==> config.mk <==
export PLATFORM = sky130hd
export DESIGN_NAME = cpid_integ
export DESIGN_NICKNAME = d
export VERILOG_FILES = /design/src/hw/rtl/cpid_pkg.sv /design/src/hw/rtl/cpid_integ.sv
export SDC_FILE = /design/constraint.sdc
export NUM_CORES = 1
export LEC_CHECK = 0
export BUFFER_PORTS_ARGS = -buffer_cell sky130_fd_sc_hd__buf_2
export CORE_ASPECT_RATIO = 0.5
export CORE_MARGIN = 2
export CORE_UTILIZATION = 55
export CTS_BUF_LIST = sky130_fd_sc_hd__clkbuf_4 sky130_fd_sc_hd__clkbuf_8
export DETAILED_ROUTE_END_ITERATION = 6
export HOLD_SLACK_MARGIN = 0.12
export PLACE_DENSITY = 0.79
export SETUP_SLACK_MARGIN = 0.1
export SYNTH_ARGS = -nofsm -noshare
export SYNTH_HDL_FRONTEND = slang
export SYNTH_SLANG_ARGS = --single-unit
==> constraint.sdc <==
create_clock -name i_clk -period 15.3 [get_ports i_clk]
set_clock_uncertainty 0.05 [all_clocks]
set_input_delay 1.53 -clock i_clk [delete_from_list [all_inputs] [get_ports i_clk]]
set_output_delay 1.53 -clock i_clk [all_outputs]
set_load 0.02 [all_outputs]
==> src/hw/rtl/cpid_pkg.sv <==
// Shared widths, register codes and inter-stage types for the clamped PID step.
package cpid_pkg;

    localparam int ERR_W      = 32;
    localparam int GAIN_W     = 32;
    localparam int ACC_W      = 48;
    localparam int BOUND_W    = 47;
    localparam int LIM_W      = 31;
    localparam int DIFF_W     = ERR_W + 1;
    localparam int CTRL_W     = 32;
    localparam int MOTOR_W    = 16;
    localparam int FRAC_W     = 16;
    localparam int CFG_IDX_W  = 3;
    localparam int CFG_DATA_W = 47;

    // integral product is split into two partial products at this bit
    localparam int ACC_SPLIT  = 24;
    localparam int PE_W       = GAIN_W + ERR_W;
    localparam int PD_W       = GAIN_W + DIFF_W;
    localparam int PLO_W      = GAIN_W + ACC_SPLIT + 1;
    localparam int PHI_W      = GAIN_W + ACC_W - ACC_SPLIT;
    localparam int SUM_W      = GAIN_W + ACC_W + 2;
    localparam int SHR_W      = SUM_W - FRAC_W;

    localparam logic [MOTOR_W-1:0] MOTOR_MAX = 16'd32767;

    typedef enum logic [CFG_IDX_W-1:0] {
        CFG_PROP_GAIN   = 3'd0,
        CFG_INTEG_GAIN  = 3'd1,
        CFG_DERIV_GAIN  = 3'd2,
        CFG_INTEG_BOUND = 3'd3,
        CFG_OUT_LIMIT   = 3'd4
    } t_cfg_idx;

    typedef struct packed {
        logic signed [GAIN_W-1:0] prop_gain;
        logic signed [GAIN_W-1:0] integ_gain;
        logic signed [GAIN_W-1:0] deriv_gain;
        logic [BOUND_W-1:0]       integ_bound;
        logic [LIM_W-1:0]         out_limit;
    } t_cfg;

    typedef struct packed {
        logic signed [ERR_W-1:0]  err;
        logic signed [ACC_W-1:0]  acc;
        logic signed [DIFF_W-1:0] diff;
    } t_stage_b;

    typedef struct packed {
        logic signed [PE_W-1:0]  pe;
        logic signed [PD_W-1:0]  pd;
        logic signed [PLO_W-1:0] plo;
        logic signed [PHI_W-1:0] phi;
    } t_prod;

    typedef struct packed {
        logic signed [CTRL_W-1:0]  ctrl_value;
        logic signed [MOTOR_W-1:0] motor_cmd;
    } t_result;

endpackage

==> src/hw/rtl/cpid_integ.sv <==
// Input register, clamped error accumulator, previous error and difference stage.
module cpid_integ
    import cpid_pkg::*;
(
    input  logic                    i_clk,
    input  logic                    i_rst_n,
    input  logic                    i_valid,
    input  logic signed [ERR_W-1:0] i_err,
    input  logic                    i_clr,
    output logic                    o_ready,
    input  logic [BOUND_W-1:0]      i_bound,
    output logic                    o_valid,
    output t_stage_b                o_data,
    input  logic                    i_ready_dn
);

    logic                    r_a_valid;
    logic signed [ERR_W-1:0] r_a_err;
    logic                    r_a_clr;
    logic                    r_b_valid;
    t_stage_b                r_b;
    logic signed [ACC_W-1:0] r_accum;
    logic signed [ERR_W-1:0] r_prev;

    logic                     w_b_load;
    logic                     w_adv;
    logic signed [ACC_W-1:0]  w_base_acc;
    logic signed [ERR_W-1:0]  w_base_prev;
    logic signed [ACC_W:0]    w_sum;
    logic signed [ACC_W:0]    w_bnd;
    logic signed [ACC_W:0]    w_clip;
    logic signed [DIFF_W-1:0] w_diff;
    logic signed [ACC_W-1:0]  n_accum;

    assign w_b_load = !r_b_valid || i_ready_dn;
    assign o_ready  = !r_a_valid || w_b_load;
    assign w_adv    = r_a_valid && w_b_load;
    assign o_valid  = r_b_valid;
    assign o_data   = r_b;

    always_comb begin
        w_base_acc  = r_a_clr ? '0 : r_accum;
        w_base_prev = r_a_clr ? '0 : r_prev;
        w_sum = {w_base_acc[ACC_W-1], w_base_acc}
              + {{(ACC_W+1-ERR_W){r_a_err[ERR_W-1]}}, r_a_err};
        w_bnd = {{(ACC_W+1-BOUND_W){1'b0}}, i_bound};
        if (w_sum > w_bnd) begin
            w_clip = w_bnd;
        end else if (w_sum < -w_bnd) begin
            w_clip = -w_bnd;
        end else begin
            w_clip = w_sum;
        end
        n_accum = w_clip[ACC_W-1:0];
        w_diff  = {r_a_err[ERR_W-1], r_a_err} - {w_base_prev[ERR_W-1], w_base_prev};
    end

    always_ff @(posedge i_clk) begin
        if (!i_rst_n) begin
            r_a_valid <= 1'b0;
            r_b_valid <= 1'b0;
            r_accum   <= '0;
            r_prev    <= '0;
        end else begin
            if (o_ready) begin
                r_a_valid <= i_valid;
            end
            if (w_b_load) begin
                r_b_valid <= r_a_valid;
            end
            if (w_adv) begin
                r_accum <= n_accum;
                r_prev  <= r_a_err;
            end
        end
    end

    always_ff @(posedge i_clk) begin
        if (o_ready && i_valid) begin
            r_a_err <= i_err;
            r_a_clr <= i_clr;
        end
        if (w_adv) begin
            r_b.err  <= r_a_err;
            r_b.acc  <= n_accum;
            r_b.diff <= w_diff;
        end
    end

`ifndef SYNTHESIS
    a_b_hold: assert property (@(posedge i_clk) disable iff (!i_rst_n)
        r_b_valid && !i_ready_dn |=> r_b_valid && $stable(r_b))
        else $error("stage B changed while stalled");
    a_state_hold: assert property (@(posedge i_clk) disable iff (!i_rst_n)
        !w_adv |=> $stable(r_accum) && $stable(r_prev))
        else $error("PID state changed without a transaction");
    a_prev_upd: assert property (@(posedge i_clk) disable iff (!i_rst_n)
        w_adv |=> r_b_valid && r_prev == $past(r_a_err))
        else $error("previous error not taken from advancing sample");
`endif

endmodule

==> results_dict.tcl <==
set metrics [dict create \
    ctsResizeCount 0 \
    drc 0 \
    drive_gt1_share_pct 15.0 \
    p_per_area_nw_per_um2 99.5 \
    grt_use_met3_pct 4.73 \
    rows 45 \
    drv_cap 0 \
    cts_made_buffers 35 \
    cts_sinks 228 \
    min_to "r_prev[16]$_SDFFE_PN0P_" \
    syn_to_final_growth_pct 12.1 \
    clkLatencyLatePin_ps 600 \
    path_clk_slew_ps 70 \
    initialDrtViolationCount 1301 \
    critPathArrivalTime_ps 8410 \
    hp-start "r_prev[16]$_SDFFE_PN0P_" \
    routed_wl_um 47700 \
    gp_congestion 0.944 \
    vdd.ir_drop.worst_uv 50.5 \
    portBuffers 198 \
    postCtsSetupBuffers 0 \
    synth_seq_area_share_pct 36.0 \
    timing.hold.ws_ps 405 \
    reg2reg_depth 25 \
    rsz0062_at_grt "false" \
    hold_depth 2 \
    yosysWarningCount 0 \
    tightestPinTransition_ps 1020 \
    synth_cell_type_count 87 \
    vias_per_cell 6.01 \
    start_kind "register" \
    setup_viol_count_final 0 \
    slowest_stage "buf_4" \
    nNetsFinal 2285 \
    grt_max_degree 95 \
    hold_buffers 0 \
    final.period_utilization_pct 52.4 \
    worstReg2RegStart "r_a_clr$_DFFE_PP_" \
    crit_required_ps 15700 \
    grt_pass1_vias 13600 \
    initial_core_util_pct 55.6 \
    post-route-util_pct 62.3 \
    grt-busiest-layer "met2" \
    outcome "finished, final reports clean" \
    max_stage_delay_ps 670 \
    wl_per_cell_um 19.4 \
    ctsHtreeMaxLevel 2 \
    cts-root-buf "clkbuf_8" \
    rrSetupSlack_ps 7290 \
    grt_util_met2_pct 47.2 \
    timing.rr.end "r_accum[37]$_SDFFE_PN0P_" \
    pre_cts_ws_ps 7580 \
    final_common_cell "buf_2" \
    synthesis.area_um2 16700 \
    grt_use_total_pct 29.3 \
    grt_pass1_wl_um 73700 \
    async_flop_share_pct 0 \
    die_width_um 251 \
    synthFlopType "edfxtp_1" \
    hp-class "reg2reg" \
    synth_edf_count 146 \
    core_um2 30100 \
    ant_nets 0 \
    final_cell_mix "buf_2 (198), nand2_1 (181), ha_1 (174)" \
    synth_fp_nets 2114 \
    via_count 14800 \
    antenna_found_initial 4 \
    ys_ff_latch 228 \
    fmax_mhz 125 \
    die_h_um 127 \
    syn_inst 1854 \
    tns_ps 0 \
    dr.pass1.iters 5 \
    fin_ws_ps 7290 \
    tritoncts "yes" \
    crit_type "reg2reg" \
    gr-usage-met1_pct 39.9 \
    syn-mean-instance-area_um2 9.03 \
    ioPinCount 199 \
    cp-end-kind "register" \
    gr-total-overflow 0 \
    cellLeakagePower_nw 8.00 \
    maxSlewViolCount 0 \
    clk_path_buf_depth 3 \
    hold_violations 0 \
    hpwlAfterDp_um 35600 \
    fin_crit_ps 8010 \
    slew_headroom_pct 31.4 \
    die-area_um2 31900 \
    worst-path-max-fanout 75 \
]
stage by stage:
| step | total power (W) | instances | area, µm² |
|---|---|---|---|
| after floorplan | 0.00115 | 1854 | 16700 |
| after global placement | 0.00130 | 2387 | 18000 |
| after detailed placement | 0.00131 | 2387 | 18000 |
| after CTS | 0.00187 | 2451 | 18800 |
| after global routing | 0.00196 | 2454 | 18800 |
| final | 0.00187 | 2455 | 18800 |
report_power, final:
part	total (W)	leakage, nW	switching (W)	internal [W]
Combinational	0.000562	5.56	0.000353	0.000209
Sequential	0.000747	2.05	0.0000282	0.000718
Clock	0.000559	0.388	0.000261	0.000298
Total	0.00187	8.00	0.000643	0.00123
worst max path at each step:
stage,depth (start not counted),start,slack (ps),endpoint
finish,25,r_a_clr$_DFFE_PP_,7290,r_accum[37]$_SDFFE_PN0P_
global route,25,r_a_clr$_DFFE_PP_,6810,r_accum[37]$_SDFFE_PN0P_
CTS,25,r_a_clr$_DFFE_PP_,7500,r_accum[37]$_SDFFE_PN0P_
detailed placement,25,r_a_clr$_DFFE_PP_,7580,r_accum[37]$_SDFFE_PN0P_
global placement,23,i_bound[1],7780,r_accum[47]$_SDFFE_PN0P_
floorplan,6,i_ready_dn,9100,o_data[0]$_DFFE_PP_
cells in the mapped netlist, drive strengths merged (28+ instances only):
cell type	count	share of area (%)
a21oi	172	5.2
ha	174	13
clkbuf	48	1.1
edfxtp	146	26
mux2i	44	2.6
nand2	181	4.1
nand3	47	1.5
o21ai	70	2.1
nand2b	48	1.8
xnor2	86	4.5
nor2	126	2.9
a211oi	32	1.5
a21o	44	2.0
nand4	32	1.2
nor3	48	1.5
inv	103	2.3
nor2b	63	2.4
dfxtp	82	9.8
buf	28	0.90
cell type report:
cell class,instances,area [µm²]
sequential,228,6030
clock buffer,51,621
fill,2639,11400
inverter,104,395
timing repair buffer,210,1080
antenna,4,10.0
tap,399,499
multi-input combinational,1446,10000
clock inverter,13,121
state kept, by name, indices dropped and copies added (netlist names):
| name | count |
|---|---|
| r_accum | 48 |
| r_a_err | 32 |
| r_a_valid | 1 |
| r_a_clr | 1 |
| o_valid | 1 |
| r_prev | 32 |
| o_data | 113 |
kinds of logic (layout without fill, tap and decap cells):
group	count (synthesis)	after routing	synth area share [%]
fa+ha+maj	176	176	13.2
buf+inv	180	378	4.31
compound gates	476	476	18.3
xor+xnor	109	109	5.70
flops	228	228	36.0
simple gates	632	632	19.2
other cells	0	4	0
mux	53	53	3.23
worst max-delay path, delay by kind of cell, from the launching register on:
family	cells	cell delay, ps
adder cells (fa/ha/maj)	2	730
AND/OR/NAND/NOR	3	560
XOR/XNOR	1	370
flip-flops	1	430
AO/OA/AOI/OAI	17	4530
buffers and inverters	2	1170
routing by layer:
| layer | vias up | wire length, µm |
|---|---|---|
| li1 | 7124 | - |
| met1 | 7006 | 21300 |
| met2 | 512 | 21300 |
| met3 | 110 | 3370 |
| met4 | 0 | 1630 |
| met5 | - | 0 |
Note: power is estimated with default switching activity, not from simulation.
