$ cat src/hw/rtl/cpid_pkg.sv
// Shared widths, register codes and inter-stage types for the clamped PID step.
package cpid_pkg;

    localparam int ERR_W      = 32;
    localparam int GAIN_W     = 32;
    localparam int ACC_W      = 48;
    localparam int BOUND_W    = 47;
    localparam int LIM_W      = 31;
    localparam int DIFF_W     = ERR_W + 1;
    localparam int CTRL_W     = 32;
    localparam int MOTOR_W    = 16;
    localparam int FRAC_W     = 16;
    localparam int CFG_IDX_W  = 3;
    localparam int CFG_DATA_W = 47;

    // integral product is split into two partial products at this bit
    localparam int ACC_SPLIT  = 24;
    localparam int PE_W       = GAIN_W + ERR_W;
    localparam int PD_W       = GAIN_W + DIFF_W;
    localparam int PLO_W      = GAIN_W + ACC_SPLIT + 1;
    localparam int PHI_W      = GAIN_W + ACC_W - ACC_SPLIT;
    localparam int SUM_W      = GAIN_W + ACC_W + 2;
    localparam int SHR_W      = SUM_W - FRAC_W;

    localparam logic [MOTOR_W-1:0] MOTOR_MAX = 16'd32767;

    typedef enum logic [CFG_IDX_W-1:0] {
        CFG_PROP_GAIN   = 3'd0,
        CFG_INTEG_GAIN  = 3'd1,
        CFG_DERIV_GAIN  = 3'd2,
        CFG_INTEG_BOUND = 3'd3,
        CFG_OUT_LIMIT   = 3'd4
    } t_cfg_idx;

    typedef struct packed {
        logic signed [GAIN_W-1:0] prop_gain;
        logic signed [GAIN_W-1:0] integ_gain;
        logic signed [GAIN_W-1:0] deriv_gain;
        logic [BOUND_W-1:0]       integ_bound;
        logic [LIM_W-1:0]         out_limit;
    } t_cfg;

    typedef struct packed {
        logic signed [ERR_W-1:0]  err;
        logic signed [ACC_W-1:0]  acc;
        logic signed [DIFF_W-1:0] diff;
    } t_stage_b;

    typedef struct packed {
        logic signed [PE_W-1:0]  pe;
        logic signed [PD_W-1:0]  pd;
        logic signed [PLO_W-1:0] plo;
        logic signed [PHI_W-1:0] phi;
    } t_prod;

    typedef struct packed {
        logic signed [CTRL_W-1:0]  ctrl_value;
        logic signed [MOTOR_W-1:0] motor_cmd;
    } t_result;

endpackage

$ cat src/hw/rtl/cpid_out.sv
// Product sum stage, then output clamp and motor command in the output register.
module cpid_out
    import cpid_pkg::*;
(
    input  logic             i_clk,
    input  logic             i_rst_n,
    input  logic             i_valid,
    input  t_prod            i_data,
    output logic             o_ready,
    input  logic [LIM_W-1:0] i_limit,
    output logic             o_valid,
    output t_result          o_data,
    input  logic             i_ready_dn
);

    logic               r_d_valid;
    logic [SUM_W-1:0]   r_d_sum;
    logic               r_e_valid;
    t_result            r_e;

    logic               w_e_load;
    logic [SUM_W-1:0]   n_sum;
    logic signed [SHR_W-1:0]  w_shr;
    logic signed [SHR_W-1:0]  w_lim;
    logic signed [SHR_W-1:0]  w_clip;
    logic [CTRL_W-1:0]  w_y;
    logic [CTRL_W-1:0]  w_mag;
    logic [MOTOR_W-1:0] w_int;
    logic [MOTOR_W-1:0] w_sat;
    t_result            n_res;

    assign w_e_load = !r_e_valid || i_ready_dn;
    assign o_ready  = !r_d_valid || w_e_load;
    assign o_valid  = r_e_valid;
    assign o_data   = r_e;

    always_comb begin
        n_sum = {{(SUM_W-PE_W){i_data.pe[PE_W-1]}}, i_data.pe}
              + {{(SUM_W-PD_W){i_data.pd[PD_W-1]}}, i_data.pd}
              + {{(SUM_W-PLO_W){i_data.plo[PLO_W-1]}}, i_data.plo}
              + {{(SUM_W-PHI_W-ACC_SPLIT){i_data.phi[PHI_W-1]}}, i_data.phi,
                 {ACC_SPLIT{1'b0}}};
    end

    // drop the extra fraction bits (floor), clamp, then truncate toward zero
    always_comb begin
        w_shr = r_d_sum[SUM_W-1:FRAC_W];
        w_lim = {{(SHR_W-LIM_W){1'b0}}, i_limit};
        if (w_shr > w_lim) begin
            w_clip = w_lim;
        end else if (w_shr < -w_lim) begin
            w_clip = -w_lim;
        end else begin
            w_clip = w_shr;
        end
        w_y   = w_clip[CTRL_W-1:0];
        w_mag = w_y[CTRL_W-1] ? (~w_y + 1'b1) : w_y;
        w_int = w_mag[CTRL_W-1:FRAC_W];
        w_sat = (w_int > MOTOR_MAX) ? MOTOR_MAX : w_int;
        n_res.ctrl_value = w_y;
        n_res.motor_cmd  = w_y[CTRL_W-1] ? (~w_sat + 1'b1) : w_sat;
    end

    always_ff @(posedge i_clk) begin
        if (!i_rst_n) begin
            r_d_valid <= 1'b0;
            r_e_valid <= 1'b0;
        end else begin
            if (o_ready) begin
                r_d_valid <= i_valid;
            end
            if (w_e_load) begin
                r_e_valid <= r_d_valid;
            end
        end
    end

    always_ff @(posedge i_clk) begin
        if (o_ready && i_valid) begin
            r_d_sum <= n_sum;
        end
        if (w_e_load && r_d_valid) begin
            r_e <= n_res;
        end
    end

`ifndef SYNTHESIS
    a_e_hold: assert property (@(posedge i_clk) disable iff (!i_rst_n)
        r_e_valid && !i_ready_dn |=> r_e_valid && $stable(r_e))
        else $error("output register changed while stalled");
    a_motor_rng: assert property (@(posedge i_clk) disable iff (!i_rst_n)
        r_e_valid |-> r_e.motor_cmd != {1'b1, {(MOTOR_W-1){1'b0}}})
        else $error("motor command outside symmetric range");
    a_motor_sign: assert property (@(posedge i_clk) disable iff (!i_rst_n)
        r_e_valid && !r_e.ctrl_value[CTRL_W-1] |-> !r_e.motor_cmd[MOTOR_W-1])
        else $error("motor command sign disagrees with output");
`endif

endmodule

$ cat config.mk
export PLATFORM = sky130hd
export DESIGN_NAME = cpid_out
export DESIGN_NICKNAME = d
export VERILOG_FILES = /design/src/hw/rtl/cpid_pkg.sv /design/src/hw/rtl/cpid_out.sv
export SDC_FILE = /design/constraint.sdc
export NUM_CORES = 1
export LEC_CHECK = 0
export ABC_AREA = 1
export BUFFER_PORTS_ARGS = -buffer_cell sky130_fd_sc_hd__clkbuf_2
export CAP_MARGIN = 10
export CELL_PAD_IN_SITES_DETAIL_PLACEMENT = 1
export CELL_PAD_IN_SITES_GLOBAL_PLACEMENT = 2
export CORE_ASPECT_RATIO = 1.1
export CORE_UTILIZATION = 36
export CTS_CLUSTER_SIZE = 16
export DETAILED_ROUTE_END_ITERATION = 7
export PLACE_DENSITY = 0.95
export SETUP_SLACK_MARGIN = 0.02
export SLEW_MARGIN = 10
export SYNTH_ARGS = -nofsm -noshare
export SYNTH_HDL_FRONTEND = slang
export SYNTH_SLANG_ARGS = --single-unit
$ cat constraint.sdc
create_clock -name i_clk -period 13.9 [get_ports i_clk]
set_clock_uncertainty 0.2 [all_clocks]
set_input_delay 4.17 -clock i_clk [delete_from_list [all_inputs] [get_ports i_clk]]
set_output_delay 4.17 -clock i_clk [all_outputs]
set_load 0.01 [all_outputs]
==> results.json <==
{
  "cp.arrival_ns": 11.04,
  "synth_flop_cell": "edfxtp_1",
  "yosys.area.top_type": "edfxtp_1",
  "portBuffers": 326,
  "die_w_um": 210.0,
  "viasPerCell": 5.132,
  "cp-start-kind": "primary input",
  "root_buffer": "clkbuf_16",
  "ios": 327,
  "vias": 16510,
  "crit_fanout": 45,
  "syn_nets": 2861,
  "postCtsHoldBufs": 0,
  "netlist_instances": 2250,
  "design.core.area_sq_um": 46840,
  "antenna_found_initial": 0,
  "nFillCells": 5970,
  "drive_gt1_share_pct": 17.17,
  "clkLatencyLatePin_ns": 0.45,
  "period_share_pct": 79.40,
  "rsz0062_at_grt": "false",
  "routedWlPerCell_um": 18.38,
  "critPathSlowestCell": "nand2_2",
  "mostFrequentLayoutCell": "nand2_1",
  "clk_transition_reported_paths_ns": 0.06,
  "clock-sinks": 115,
  "drc": 0,
  "dieArea_sq_um": 48480,
  "start_util_pct": 36.59,
  "netlist_area_sq_um": 17140,
  "yosys_warnings": 0,
  "critPathRequiredTime_ns": 13.90,
  "cts_tree": "yes",
  "dpl_cell_area_sq_um": 19400,
  "drv_slew": 0,
  "gr-total-overflow": 0,
  "synth.ff_latch_count": 115,
  "routed_wl_mm": 59.14,
  "fin_nets": 3178,
  "powerDensity_nw_per_um2": 169.5,
  "hpwl_mm": 51.94,
  "areaGrowthSynthToFinish_pct": 16.57,
  "cts_buffers": 17,
  "synthArstFlopShare_pct": 0,
  "yosysTopAreaCellShare_pct": 19.80,
  "final_cell_area_sq_um": 19980,
  "r2r_slack_ns": 8.04,
  "initialDrtViolationCount": 803,
  "grtUsageTotal_pct": 25.08,
  "die_y_um": 230.8,
  "clk_path_buf_depth": 2,
  "h-tree-depth": 4,
  "max_stage_delay_ns": 0.68,
  "synth_cell_types": 56,
  "max-vdd-ir-drop_uv": 72.58,
  "hold_path_class": "reg2reg",
  "diodes": 0,
  "worst_path_most_repeated_cell": "nand2_1",
  "avgSynthCellArea_sq_um": 7.617,
  "end_kind": "register",
  "dr.pass1.iters": 5,
  "grt_max_degree": 66,
  "synth-edff-count": 113,
  "max_freq_ghz": 0.09061,
  "gp_congestion": 0.9408,
  "min_period_ns": 11.04,
  "hold_viol": 0,
  "fin_setup_tns_ns": 0,
  "status": "finished, final reports clean",
  "synth_area_leaders": "edfxtp_1 (20%), fa_1 (16%), ha_1 (15%), nand2_1 (13%), nor2_1 (5.7%)",
  "cap_violations": 0,
  "postRouteAntennaNets": 0,
  "grt_pass1_vias": 17887,
  "tightest_slew_ns": 0.9518,
  "post_cts_buffers": 0,
  "setup_violations": 0,
  "power.leakage_uw": 0.009548,
  "slew_headroom_pct": 36.54,
  "yosysSeqAreaShare_pct": 20.03,
  "rows": 83,
  "postCtsResizedCells": 0,
  "mostFrequentLayoutCells": "nand2_1 (591), clkbuf_2 (326), nor2_1 (261)",
  "grt_pass1_wl_mm": 94.99,
  "crit_type": "in2reg"
}
critical path: cells and delay by family:
| family | cells | cell delay, ns |
|---|---|---|
| AND/OR/NAND/NOR | 29 | 5.07 |
| buffers and inverters | 4 | 0.81 |
| adder cells (fa/ha/maj) | 3 | 0.73 |
| AO/OA/AOI/OAI | 1 | 0.23 |
cells in the mapped netlist (2+ instances only):
master,count
clkbuf_1,8
nor3_1,29
nand3_1,129
a21oi_1,158
o21ai_0,76
inv_1,230
dfxtp_1,2
xor2_1,67
nor2_4,5
a31oi_1,17
o221ai_1,3
buf_4,3
nor4_1,18
xnor2_1,27
o211ai_1,10
o31ai_1,3
and3_1,2
nand2_2,25
fa_1,135
inv_2,2
a21o_1,9
ha_1,199
or2_2,2
nand3_2,14
buf_2,12
buf_6,6
and2_1,2
edfxtp_1,113
o21ai_1,2
o21a_1,13
a21oi_2,2
nand4_1,27
nor2_2,19
nand2_1,592
nand3b_1,8
nor2_1,261
area by class of cell:
type                            count  area [sq um]  share of cell area [%]
Sequential cell                   115          3433                   17.19
Timing Repair Buffer              329          1654                   8.280
Clock buffer                       17         425.4                   2.129
Clock inverter                     15         148.9                  0.7453
Inverter                          232         870.8                   4.359
Tap cell                          637         797.0                   3.989
Multi-Input combinational cell   1872         12650                   63.31
flip-flops by register name, summed over array words and instances (netlist names):
| signal | flops |
|---|---|
| r_d_sum | 65 |
| o_data | 48 |
| o_valid | 1 |
| r_d_valid | 1 |
worst paths after layout:
path	startpoint	to	cells past startpoint
worst max-delay path	i_limit[0]	o_data[10]	37
worst min-delay path	r_d_valid	r_d_valid	2
worst max register to register	r_d_sum[24]	o_data[10]	29
worst min register to register	r_d_valid	r_d_valid	2
cells by family (layout without fill, tap and decap cells):
group	after synthesis	count (layout)	share of synthesized area [%]
DFF	115	115	20.03
and+or+nand+nor	1141	1141	28.79
xor gates and xnor gates	94	94	4.804
adders and majority gates	334	334	30.30
buffers and inverters	263	593	6.242
AOI/OAI and AO/OA	303	303	9.834
layer usage:
layer  global-route usage (%)  wire length [um]  vias up
met3                    2.544              1815       53
met4                    6.204              1055        0
met1                    32.22             26980     7970
li1                         -                 -     8126
met2                    44.78             29290      361
met5                        0                 0        -
power by group:
part | total, uW | switching [uW] | leakage, uW | internal, uW
registers | 745 | 134 | 0.00110 | 610
logic | 2210 | 1470 | 0.00817 | 749
clock network | 428 | 178 | 0.000278 | 250
total | 3390 | 1780 | 0.00955 | 1610
through the flow:
step | setup slack (ns) | std cells | hold slack [ns] | util (%) | total power (uW)
final | 2.864 | 3217 | 0.3461 | 42.65 | 3387
after global routing | 2.215 | 3217 | 0.3789 | 42.65 | 3713
after CTS | 2.909 | 3217 | 0.3418 | 42.65 | 3405
after detailed placement | 2.425 | 3185 | 0.3320 | 41.43 | 2955
after global placement | 2.729 | 3185 | 0.3055 | 41.43 | 2882
after floorplan | 4.631 | 2250 | 0.2473 | - | 2241
No activity file was read; power rests on OpenSTA's default activity.
