===== config.mk =====
export PLATFORM = sky130hd
export DESIGN_NAME = cpid_regs
export DESIGN_NICKNAME = d
export VERILOG_FILES = /design/src/hw/rtl/cpid_pkg.sv /design/src/hw/rtl/cpid_regs.sv
export SDC_FILE = /design/constraint.sdc
export NUM_CORES = 1
export LEC_CHECK = 0
export ABC_AREA = 1
export ABC_CLOCK_PERIOD_IN_PS = 1000
export BUFFER_PORTS_ARGS = -buffer_cell sky130_fd_sc_hd__buf_2
export CAP_MARGIN = 20
export CORE_MARGIN = 5
export CORE_UTILIZATION = 46
export DETAILED_ROUTE_END_ITERATION = 12
export PLACE_DENSITY = 0.77
export SLEW_MARGIN = 20
export SYNTH_ARGS = -nofsm -noshare
export SYNTH_HDL_FRONTEND = slang
export SYNTH_SLANG_ARGS = --single-unit

===== constraint.sdc =====
create_clock -name i_clk -period 1 [get_ports i_clk]
set_clock_uncertainty 0.15 [all_clocks]
set_input_delay 0.05 -clock i_clk [delete_from_list [all_inputs] [get_ports i_clk]]
set_output_delay 0.05 -clock i_clk [all_outputs]
set_load 0.005 [all_outputs]

===== src/hw/rtl/cpid_pkg.sv =====
// Shared widths, register codes and inter-stage types for the clamped PID step.
package cpid_pkg;

    localparam int ERR_W      = 32;
    localparam int GAIN_W     = 32;
    localparam int ACC_W      = 48;
    localparam int BOUND_W    = 47;
    localparam int LIM_W      = 31;
    localparam int DIFF_W     = ERR_W + 1;
    localparam int CTRL_W     = 32;
    localparam int MOTOR_W    = 16;
    localparam int FRAC_W     = 16;
    localparam int CFG_IDX_W  = 3;
    localparam int CFG_DATA_W = 47;

    // integral product is split into two partial products at this bit
    localparam int ACC_SPLIT  = 24;
    localparam int PE_W       = GAIN_W + ERR_W;
    localparam int PD_W       = GAIN_W + DIFF_W;
    localparam int PLO_W      = GAIN_W + ACC_SPLIT + 1;
    localparam int PHI_W      = GAIN_W + ACC_W - ACC_SPLIT;
    localparam int SUM_W      = GAIN_W + ACC_W + 2;
    localparam int SHR_W      = SUM_W - FRAC_W;

    localparam logic [MOTOR_W-1:0] MOTOR_MAX = 16'd32767;

    typedef enum logic [CFG_IDX_W-1:0] {
        CFG_PROP_GAIN   = 3'd0,
        CFG_INTEG_GAIN  = 3'd1,
        CFG_DERIV_GAIN  = 3'd2,
        CFG_INTEG_BOUND = 3'd3,
        CFG_OUT_LIMIT   = 3'd4
    } t_cfg_idx;

    typedef struct packed {
        logic signed [GAIN_W-1:0] prop_gain;
        logic signed [GAIN_W-1:0] integ_gain;
        logic signed [GAIN_W-1:0] deriv_gain;
        logic [BOUND_W-1:0]       integ_bound;
        logic [LIM_W-1:0]         out_limit;
    } t_cfg;

    typedef struct packed {
        logic signed [ERR_W-1:0]  err;
        logic signed [ACC_W-1:0]  acc;
        logic signed [DIFF_W-1:0] diff;
    } t_stage_b;

    typedef struct packed {
        logic signed [PE_W-1:0]  pe;
        logic signed [PD_W-1:0]  pd;
        logic signed [PLO_W-1:0] plo;
        logic signed [PHI_W-1:0] phi;
    } t_prod;

    typedef struct packed {
        logic signed [CTRL_W-1:0]  ctrl_value;
        logic signed [MOTOR_W-1:0] motor_cmd;
    } t_result;

endpackage


===== src/hw/rtl/cpid_regs.sv =====
// Configuration register file for gains and clamp limits.
module cpid_regs
    import cpid_pkg::*;
(
    input  logic                  i_clk,
    input  logic                  i_rst_n,
    input  logic                  i_valid,
    input  logic [CFG_IDX_W-1:0]  i_index,
    input  logic [CFG_DATA_W-1:0] i_data,
    output logic                  o_ready,
    output t_cfg                  o_cfg
);

    t_cfg r_cfg;

    assign o_ready = 1'b1;
    assign o_cfg   = r_cfg;

    always_ff @(posedge i_clk) begin
        if (!i_rst_n) begin
            r_cfg <= '0;
        end else if (i_valid) begin
            unique case (i_index)
                CFG_PROP_GAIN:   r_cfg.prop_gain   <= i_data[GAIN_W-1:0];
                CFG_INTEG_GAIN:  r_cfg.integ_gain  <= i_data[GAIN_W-1:0];
                CFG_DERIV_GAIN:  r_cfg.deriv_gain  <= i_data[GAIN_W-1:0];
                CFG_INTEG_BOUND: r_cfg.integ_bound <= i_data[BOUND_W-1:0];
                CFG_OUT_LIMIT:   r_cfg.out_limit   <= i_data[LIM_W-1:0];
                default: ;
            endcase
        end
    end

endmodule


==> impl_metrics.py, run 1 <==
metrics = {
    "route": {
        "vias": 7766,
        "firstDrtPassIters": 6,
        "drt_iter0_drc": 787,
        "final_antenna_net_count": 0,
        "routedWlPerCell_um": 16.8,
        "drc_errors": 0,
        "vias_per_cell": 5.26,
        "wl_mm": 24.8,
    },
    "setup_path": {
        "cp_cell_sequence": "buf_2",
        "crit_type": "reg2out",
        "cp-end-kind": "output pin",
        "critPathRequiredTime_ps": 800,
        "cp.arrival_ps": 910,
        "crit_start": "o_cfg[122]",
        "cp_slowest_cell": "dfxtp_2",
        "cp_num_buf_inv": 1,
        "path_delay_family": "flip-flops",
        "path_max_fanout": 2,
        "startpoint_type": "register",
        "max_stage_delay_ps": 360,
        "r2r-start": "o_cfg[162]",
    },
    "floorplanning": {
        "core_area_um2": 14600,
        "initial_utilization": 0.473,
        "fp.dieArea_um2": 17600,
        "die_w_um": 133,
        "die_h_um": 133,
        "io-pin-count": 228,
        "row_count": 44,
    },
    "timing": {
        "finalSetupViolations": 176,
        "fin_ws_ps": -111,
        "slew_violations": 0,
        "grt_setup_unrepaired": "yes",
        "hold_slack_ps": -57.4,
        "fin_setup_tns_ps": -11730,
        "fmax_ghz": 0.900,
        "fin_crit_sh": 1.11,
        "min_period_ps": 1110,
        "report.final.hold_viol_count": 95,
    },
    "yosys": {
        "synth_ff_type": "dfxtp_1",
        "yosys_warnings": 0,
        "synth_top_area_cell": "dfxtp_1",
        "syn_area_per_cell_um2": 6.85,
        "synth_most_common_cell": "nor2_1",
        "yosys-top-cells-area": "dfxtp_1 (50%), nor2_1 (19%), nand3_1 (13%)",
        "syn_area_um2": 6930,
        "synth_common_cells": "nor2_1 (355), nand2_1 (180), dfxtp_1 (174), nand3_1 (174), inv_1 (53)",
        "synth_seq_cells": 174,
        "yosysTopAreaCellShare": 0.503,
        "synth.distinct_cells": 11,
        "synth_edf_count": 0,
        "synth.yosys.seq_area_share": 0.503,
        "syn_inst": 1011,
        "synthArstFlopShare": 0,
        "syn_nets": 1064,
    },
    "pwr": {
        "leakage_nw": 5.01,
        "power_density_nw_per_um2": 1550,
        "power.share.combinational": 0.128,
        "power_mw": 16.4,
        "pwr-share-seq": 0.451,
        "power.internal_mw": 12.3,
        "switching_share": 0.251,
        "ir_drop_uv": 1220,
        "clkPwrFrac": 0.421,
        "p_sw_mw": 4.12,
    },
    "layout": {
        "drive_above_1_share": 0.385,
        "area_growth_pct": 52.3,
        "final_nets": 1332,
        "largest_reg_flops": 174,
        "fin_cells": 1477,
        "utilization": 0.720,
    },
    "clock_tree": {
        "clk_pin_slew_ps": 70,
        "cts-root-buf": "clkbuf_16",
        "clk-insertion-delay-late_ps": 420,
        "clockBufferDepth": 2,
        "h-tree-depth": 4,
        "cts_tree": "done",
        "numCtsBuffers": 17,
        "cts.sinks": 174,
        "ctsHoldBuffers": 47,
    },
    "global_routing": {
        "grt_max_degree": 57,
        "first_global_vias": 7206,
        "overflow": 0,
        "grt_usage": 0.259,
        "antenna_found_initial": 1,
        "grt_pass1_wl_mm": 36.8,
    },
    "outcome": {
        "violations": "negative hold slack, negative setup slack",
        "outcome": "finished, violations left",
    },
    "min_path": {
        "min_path_type": "in2reg",
        "hp-start": "i_rst_n",
    },
    "placement": {
        "dp_hpwl_mm": 14.8,
        "dp_cells": 1383,
        "place_ws_ps": -297,
        "routabilityCongestion": 0.846,
        "portBuffers": 226,
    },
    "job": {
        "drv_cap": 0,
    },
}
path summary, 6_finish.rpt:
check / endpoint / slack [ps] / cells after the start
hold reg to reg: o_cfg[170] / 320 / 2
hold / removal: o_cfg[136] / -60 / 4
setup / recovery: o_cfg[122] / -110 / 1
setup reg to reg: o_cfg[162] / 80 / 3
kinds of logic (layout without fill, tap and decap cells):
logic type,after synthesis,after routing,share of synthesized area
flip-flops,174,174,0.503
AND/OR/NAND/NOR,711,711,0.417
other,1,2,0.000541
buffers and inverters,125,406,0.0793
metal layers:
layer  GRT usage  up-vias  share of wire
met4       0.145        0          0.048
met1       0.292     3582           0.38
met2       0.443      430           0.50
li1            -     3646              -
met5           0        -              0
met3      0.0699      108          0.073
area by class of cell:
| cell class | count | area (µm²) |
|---|---|---|
| fill | 1084 | 4100 |
| tap | 184 | 230 |
| sequential | 174 | 3700 |
| clock inverter | 12 | 163 |
| inverter | 53 | 206 |
| antenna | 1 | 2.50 |
| timing repair buffer | 321 | 2830 |
| clock buffer | 20 | 457 |
| multi-input combinational | 712 | 2960 |
what timing repair did:
item / 4_1_cts / 5_1_grt
endpoints found under the hold margin: 174 / 104
setup endpoints to repair: 174 / 183
setup buffers: 6 / 8
gates resized for setup: 223 / 61
power groups by stage:
stage / sequential (mW) / clock, mW / combinational, mW
floorplan: 7.47 / 0 / 0.918
detailed placement: 7.46 / 0 / 1.70
CTS: 7.36 / 6.92 / 1.94
global route: 7.41 / 7.29 / 2.29
global placement: 7.45 / 0 / 1.67
finish: 7.39 / 6.90 / 2.11
tightest hold or removal path, delay by kind of cell:
kind          cells  cell delay [ps]
buf+inv           2              340
simple gates      2              100
layout by cell type, fill, tap and decap left out:
cell type      instances
nor2_1               347
nand3_1              172
nand3_2                2
clkbuf_1               1
clkinv_2               1
clkinv_4               6
clkbuf_16             17
nand2_1              180
bufinv_16              3
clkbuf_8               2
buf_2                124
clkinv_1               1
buf_12                19
clkinvlp_4             4
inv_1                 46
diode_2                1
conb_1                 1
inv_2                  4
nor2_4                 6
dfxtp_2              174
nor2_2                 4
buf_6                101
dlygate4sd3_1         47
buf_4                 30
per-stage QoR:
step | area (µm²) | hold slack, ps
after floorplan | 6930 | 120
after global placement | 8480 | 210
after detailed placement | 8480 | 219
after CTS | 10100 | -68.1
after global routing | 10500 | -54.3
final | 10500 | -57.4
Note: power is estimated with default switching activity, not from simulation.
==> inputs of run 2 (changes only) <==
--- a/config.mk
+++ b/config.mk
@@ -11,9 +11,12 @@
 export CAP_MARGIN = 20
 export CORE_MARGIN = 5
 export CORE_UTILIZATION = 46
+export CTS_BUF_LIST = sky130_fd_sc_hd__clkbuf_4 sky130_fd_sc_hd__clkbuf_8 sky130_fd_sc_hd__clkbuf_16
 export DETAILED_ROUTE_END_ITERATION = 12
 export PLACE_DENSITY = 0.77
+export SKIP_LAST_GASP = 1
 export SLEW_MARGIN = 20
 export SYNTH_ARGS = -nofsm -noshare
 export SYNTH_HDL_FRONTEND = slang
 export SYNTH_SLANG_ARGS = --single-unit
+export TNS_END_PERCENT = 30
==> run 2 against run 1 <==
The run still ends with negative hold slack, negative setup slack left. Critical path depth did not move. Worst hold slack about the same. Clock power grew 0.9%. First-iteration DRC count down 27%. Flip-flop and latch count unchanged. Combinational power shrank 10%. Maximum frequency rose by 1.0%. Utilization down 3.9 points. Register-to-register slack better by 30 ps. Clock-buffer cell count is 3 higher. Total power decreased by 1.1%. Critical endpoint is now o_cfg[164].
==> impl_metrics.py, run 2 (synthesis results as in run 1) <==
metrics = {
    "outcome": {
        "outcome": "finished, violations left",
        "violations": "negative hold slack, negative setup slack",
    },
    "route": {
        "final_antenna_net_count": 0,
        "wl_mm": 22.2,
        "vias": 7331,
        "vias_per_cell": 4.99,
        "drc_errors": 0,
        "drt_iter0_drc": 573,
        "firstDrtPassIters": 6,
        "routedWlPerCell_um": 15.1,
    },
    "setup_path": {
        "cp_cell_sequence": "buf_2",
        "crit_type": "reg2out",
        "cp_num_cells": 1,
        "cp_num_buf_inv": 1,
        "path_max_fanout": 2,
        "crit_start": "o_cfg[164]",
        "path_delay_family": "flip-flops",
        "endpoint": "o_cfg[164]",
        "startpoint_type": "register",
        "cp-end-kind": "output pin",
        "max_stage_delay_ps": 350,
        "cp.arrival_ps": 900,
        "critPathRequiredTime_ps": 800,
        "rr_worst_depth": 3,
        "r2r_slack_ps": 110,
        "reg2reg_to": "o_cfg[27]",
        "cp_slowest_cell": "dfxtp_2",
        "r2r-start": "o_cfg[27]",
    },
    "global_routing": {
        "grt_max_degree": 66,
        "grt_usage": 0.242,
        "overflow": 0,
        "antenna_found_initial": 2,
        "first_global_vias": 6722,
        "grt_pass1_wl_mm": 34.6,
    },
    "pwr": {
        "power_density_nw_per_um2": 1630,
        "clkPwrFrac": 0.429,
        "leakage_nw": 4.90,
        "switching_share": 0.241,
        "pwr-share-seq": 0.454,
        "ir_drop_uv": 1160,
        "power.internal_mw": 12.3,
        "power.share.combinational": 0.117,
        "p_sw_mw": 3.91,
    },
    "timing": {
        "finalSetupViolations": 175,
        "slew_violations": 0,
        "grt_setup_unrepaired": "yes",
        "fin_setup_tns_ps": -11700,
        "fin_ws_ps": -100,
        "hold_slack_ps": -57.3,
        "min_period_ps": 1100,
        "fin_crit_sh": 1.10,
        "fmax_ghz": 0.909,
        "report.final.hold_viol_count": 37,
    },
    "clock_tree": {
        "cts.sinks": 174,
        "clk-insertion-delay-late_ps": 430,
        "clk_pin_slew_ps": 60,
        "numCtsBuffers": 17,
        "h-tree-depth": 4,
        "clockBufferDepth": 2,
        "cts_tree": "done",
        "ctsHoldBuffers": 48,
        "cts-root-buf": "clkbuf_16",
    },
    "layout": {
        "largest_reg_flops": 174,
        "final_common_cell": "nor2_1",
        "multi_input_area_um2": 2940,
        "mostFrequentLayoutCells": "nor2_1 (348), nand2_1 (180), buf_2 (180)",
        "fillerInstances": 1160,
        "area_growth_pct": 44.0,
        "utilization": 0.681,
        "final_nets": 1323,
        "drive_above_1_share": 0.328,
        "regArea_um2": 3630,
    },
    "floorplanning": {
        "row_count": 44,
        "fp.dieArea_um2": 17600,
        "core_area_um2": 14600,
        "initial_utilization": 0.473,
        "die_w_um": 133,
        "io-pin-count": 228,
        "die_h_um": 133,
    },
    "placement": {
        "routabilityCongestion": 0.817,
        "portBuffers": 226,
        "dp_hpwl_mm": 14.3,
    },
    "job": {
        "drv_cap": 0,
    },
    "min_path": {
        "min_path_type": "in2reg",
        "hp-start": "i_rst_n",
    },
}
[run 2: cell count changes in the layout (fill, tap and decap cells not counted), sizes merged]
cell         before  now
clkinvlp          4    2
clkbuf           20   23
buf             274  264
inv              50   53
dlygate4sd3      47   48
clkinv            8    4
diode             1    2
[run 2: worst min path at each step]
stage / end / cells after the start
2_1_floorplan: o_cfg[70] / 4
3_3_place_gp: o_cfg[69] / 5
3_5_place_dp: o_cfg[63] / 5
4_1_cts: o_cfg[172] / 4
5_1_grt: o_cfg[100] / 4
6_report: o_cfg[105] / 4
[run 2: timing repair]
| action | in CTS | in global routing |
|---|---|---|
| gates resized for setup | 70 | 90 |
| endpoints found under the setup margin | 174 | 194 |
| setup buffers | 2 | 1 |
| hold endpoints to repair | 174 | 27 |
[run 2: metal layers]
layer	wire, µm	vias up	part of all wire	global-route usage
li1	-	3636	-	-
met1	9110	3356	0.41	0.292
met2	10900	293	0.49	0.410
met3	1610	46	0.072	0.0668
met4	577	0	0.026	0.0976
met5	0	-	0	0
[run 2: area by class of cell]
type,count,area share
Clock buffer,23,0.0497
Multi-Input combinational cell,712,0.295
Tap cell,184,0.0231
Inverter,53,0.0199
Sequential cell,174,0.364
Antenna cell,2,0.000502
Clock inverter,9,0.0133
Timing Repair Buffer,312,0.235
[run 2: power by group through the flow]
stage / logic [mW] / clock network (mW) / registers, mW
floorplan: 0.918 / 0 / 7.47
global placement: 1.64 / 0 / 7.45
detailed placement: 1.66 / 0 / 7.46
CTS: 1.83 / 7.05 / 7.32
global route: 2.10 / 7.37 / 7.37
finish: 1.90 / 6.96 / 7.35
[run 2: through the flow]
| stage | area (µm²) | std cells | hold slack (ps) | power (mW) | setup slack, ps |
|---|---|---|---|---|---|
| after floorplan | 6930 | 1011 | 120 | 8.39 | -1.13 |
| after global placement | 8410 | 1384 | 214 | 9.09 | -230 |
| after detailed placement | 8410 | 1384 | 221 | 9.12 | -260 |
| after CTS | 9680 | 1466 | -72.6 | 16.2 | -96.8 |
| after global routing | 9980 | 1469 | -59.9 | 16.8 | -144 |
| final | 9980 | 1469 | -57.3 | 16.2 | -100 |
==> inputs of run 3 (changes only) <==
--- a/config.mk
+++ b/config.mk
@@ -9,6 +9,7 @@
 export ABC_CLOCK_PERIOD_IN_PS = 1000
 export BUFFER_PORTS_ARGS = -buffer_cell sky130_fd_sc_hd__buf_2
 export CAP_MARGIN = 20
+export CORE_ASPECT_RATIO = 1.75
 export CORE_MARGIN = 5
 export CORE_UTILIZATION = 46
 export CTS_BUF_LIST = sky130_fd_sc_hd__clkbuf_4 sky130_fd_sc_hd__clkbuf_8 sky130_fd_sc_hd__clkbuf_16
==> run 3 against run 2 <==
The run still ends with negative hold slack, negative setup slack left. Sequential share of layout area is 0.33 points lower. Maximum frequency up 0.52%. Utilization is 0.46 points lower. Combinational power rose by 3%. Critical path depth stayed put. Die area up 0.55%. Clock-buffer cell count fell by 4. Via count rose by 2.1%.
==> impl_metrics.py, run 3 (synthesis results as in run 1) <==
metrics = {
    "timing": {
        "slew_violations": 0,
        "hold_slack_ps": -8.55,
        "min_period_ps": 1090,
        "fin_ws_ps": -94.5,
        "grt_setup_unrepaired": "yes",
        "fmax_ghz": 0.914,
        "report.final.hold_viol_count": 5,
        "fin_crit_sh": 1.09,
        "finalSetupViolations": 180,
    },
    "floorplanning": {
        "initial_utilization": 0.467,
        "io-pin-count": 228,
        "die_w_um": 103,
        "core_area_um2": 14800,
        "row_count": 59,
        "die_h_um": 172,
        "fp.dieArea_um2": 17700,
    },
    "clock_tree": {
        "h-tree-depth": 4,
        "cts_tree": "done",
        "clk-insertion-delay-late_ps": 420,
        "cts-root-buf": "clkbuf_16",
        "numCtsBuffers": 17,
        "cts.sinks": 174,
        "clockBufferDepth": 2,
        "clk_pin_slew_ps": 70,
    },
    "setup_path": {
        "critPathRequiredTime_ps": 800,
        "crit_type": "reg2out",
        "cp_cell_sequence": "buf_2",
        "path_delay_family": "flip-flops",
        "path_max_fanout": 2,
        "cp-end-kind": "output pin",
        "cp_num_buf_inv": 1,
        "max_stage_delay_ps": 350,
        "cp_num_cells": 1,
        "cp_slowest_cell": "dfxtp_1",
        "rr_worst_depth": 3,
        "cp.arrival_ps": 890,
        "startpoint_type": "register",
    },
    "outcome": {
        "violations": "negative hold slack, negative setup slack",
        "outcome": "finished, violations left",
    },
    "pwr": {
        "leakage_nw": 4.89,
        "power_density_nw_per_um2": 1580,
        "power_mw": 15.9,
        "ir_drop_uv": 1100,
    },
    "route": {
        "drt_iter0_drc": 321,
        "vias": 7485,
        "final_antenna_net_count": 0,
        "firstDrtPassIters": 6,
        "drc_errors": 0,
        "routedWlPerCell_um": 16.0,
        "wl_mm": 23.5,
        "vias_per_cell": 5.09,
    },
    "global_routing": {
        "grt_usage": 0.257,
        "grt_pass1_wl_mm": 35.4,
        "grt_max_degree": 66,
        "overflow": 0,
        "antenna_found_initial": 0,
        "first_global_vias": 7044,
    },
    "placement": {
        "routabilityCongestion": 0.834,
        "placed_area_um2": 8380,
        "portBuffers": 226,
        "dp_hpwl_mm": 14.9,
        "dp_cells": 1378,
    },
    "layout": {
        "fin_cells": 1470,
        "final_nets": 1328,
        "largest_reg_flops": 174,
        "drive_above_1_share": 0.319,
        "antennaDiodeCount": 0,
        "fillerInstances": 1202,
        "design_area_um2": 10000,
        "area_growth_pct": 44.9,
        "final_common_cell": "nor2_1",
        "mostFrequentLayoutCells": "nor2_1 (348), nand2_1 (180), nand3_1 (174)",
    },
    "min_path": {
        "holdPathStages": 4,
        "min_path_type": "in2reg",
    },
    "job": {
        "drv_cap": 0,
    },
}
run 3: changes by cell type in the layout (fill, tap and decap cells not counted), sizes merged:
cell | before | now
buf | 264 | 263
bufinv | 3 | 2
clkbuf | 23 | 19
clkinv | 4 | 2
clkinvlp | 2 | 4
diode | 2 | 0
dlygate4sd3 | 48 | 54
inv | 53 | 57
run 3: timing repair:
item	4_1_cts	5_1_grt
hold buffers	48	6
gates resized for setup	78	86
hold endpoints to repair	173	8
setup buffers	4	3
endpoints found under the setup margin	174	189
pin swaps	0	0
run 3: final cells by class:
type | count | area (µm²) | share of cell area
Clock buffer | 19 | 440 | 0.0439
Tap cell | 183 | 229 | 0.0228
Multi-Input combinational cell | 712 | 2930 | 0.292
Sequential cell | 174 | 3620 | 0.360
Clock inverter | 12 | 138 | 0.0137
Inverter | 53 | 199 | 0.0198
Timing Repair Buffer | 317 | 2480 | 0.247
run 3: path summary, 6_finish.rpt:
check	from	to	slack [ps]
worst max-delay path	o_cfg[108]	o_cfg[108]	-90
worst min-delay path	i_rst_n	o_cfg[140]	-9
worst max register to register	o_cfg[123]	o_cfg[123]	100
worst min register to register	o_cfg[150]	o_cfg[150]	330
run 3: metal layers:
layer,GRT usage,vias up,share of wire
met5,0,-,0
met4,0.169,0,0.062
met3,0.0432,96,0.065
met2,0.438,357,0.51
met1,0.289,3392,0.36
li1,-,3640,-
run 3: stage by stage:
step / TNS, ps / setup slack [ps] / hold WS [ps] / utilization
floorplan: -11.3 / -1.13 / 120 / -
global placement: -28640 / -205 / 216 / 0.565
detailed placement: -33430 / -248 / 229 / 0.565
CTS: -13760 / -93.4 / -204 / 0.651
global route: -16180 / -114 / 3.45 / 0.677
finish: -11430 / -94.5 / -8.55 / 0.677
run 3: where the power goes:
part           internal [mW]  switching [mW]  leakage, nW
clock network           3.75            2.84        0.275
registers               7.20           0.149         1.46
logic                  0.875            1.09         3.15
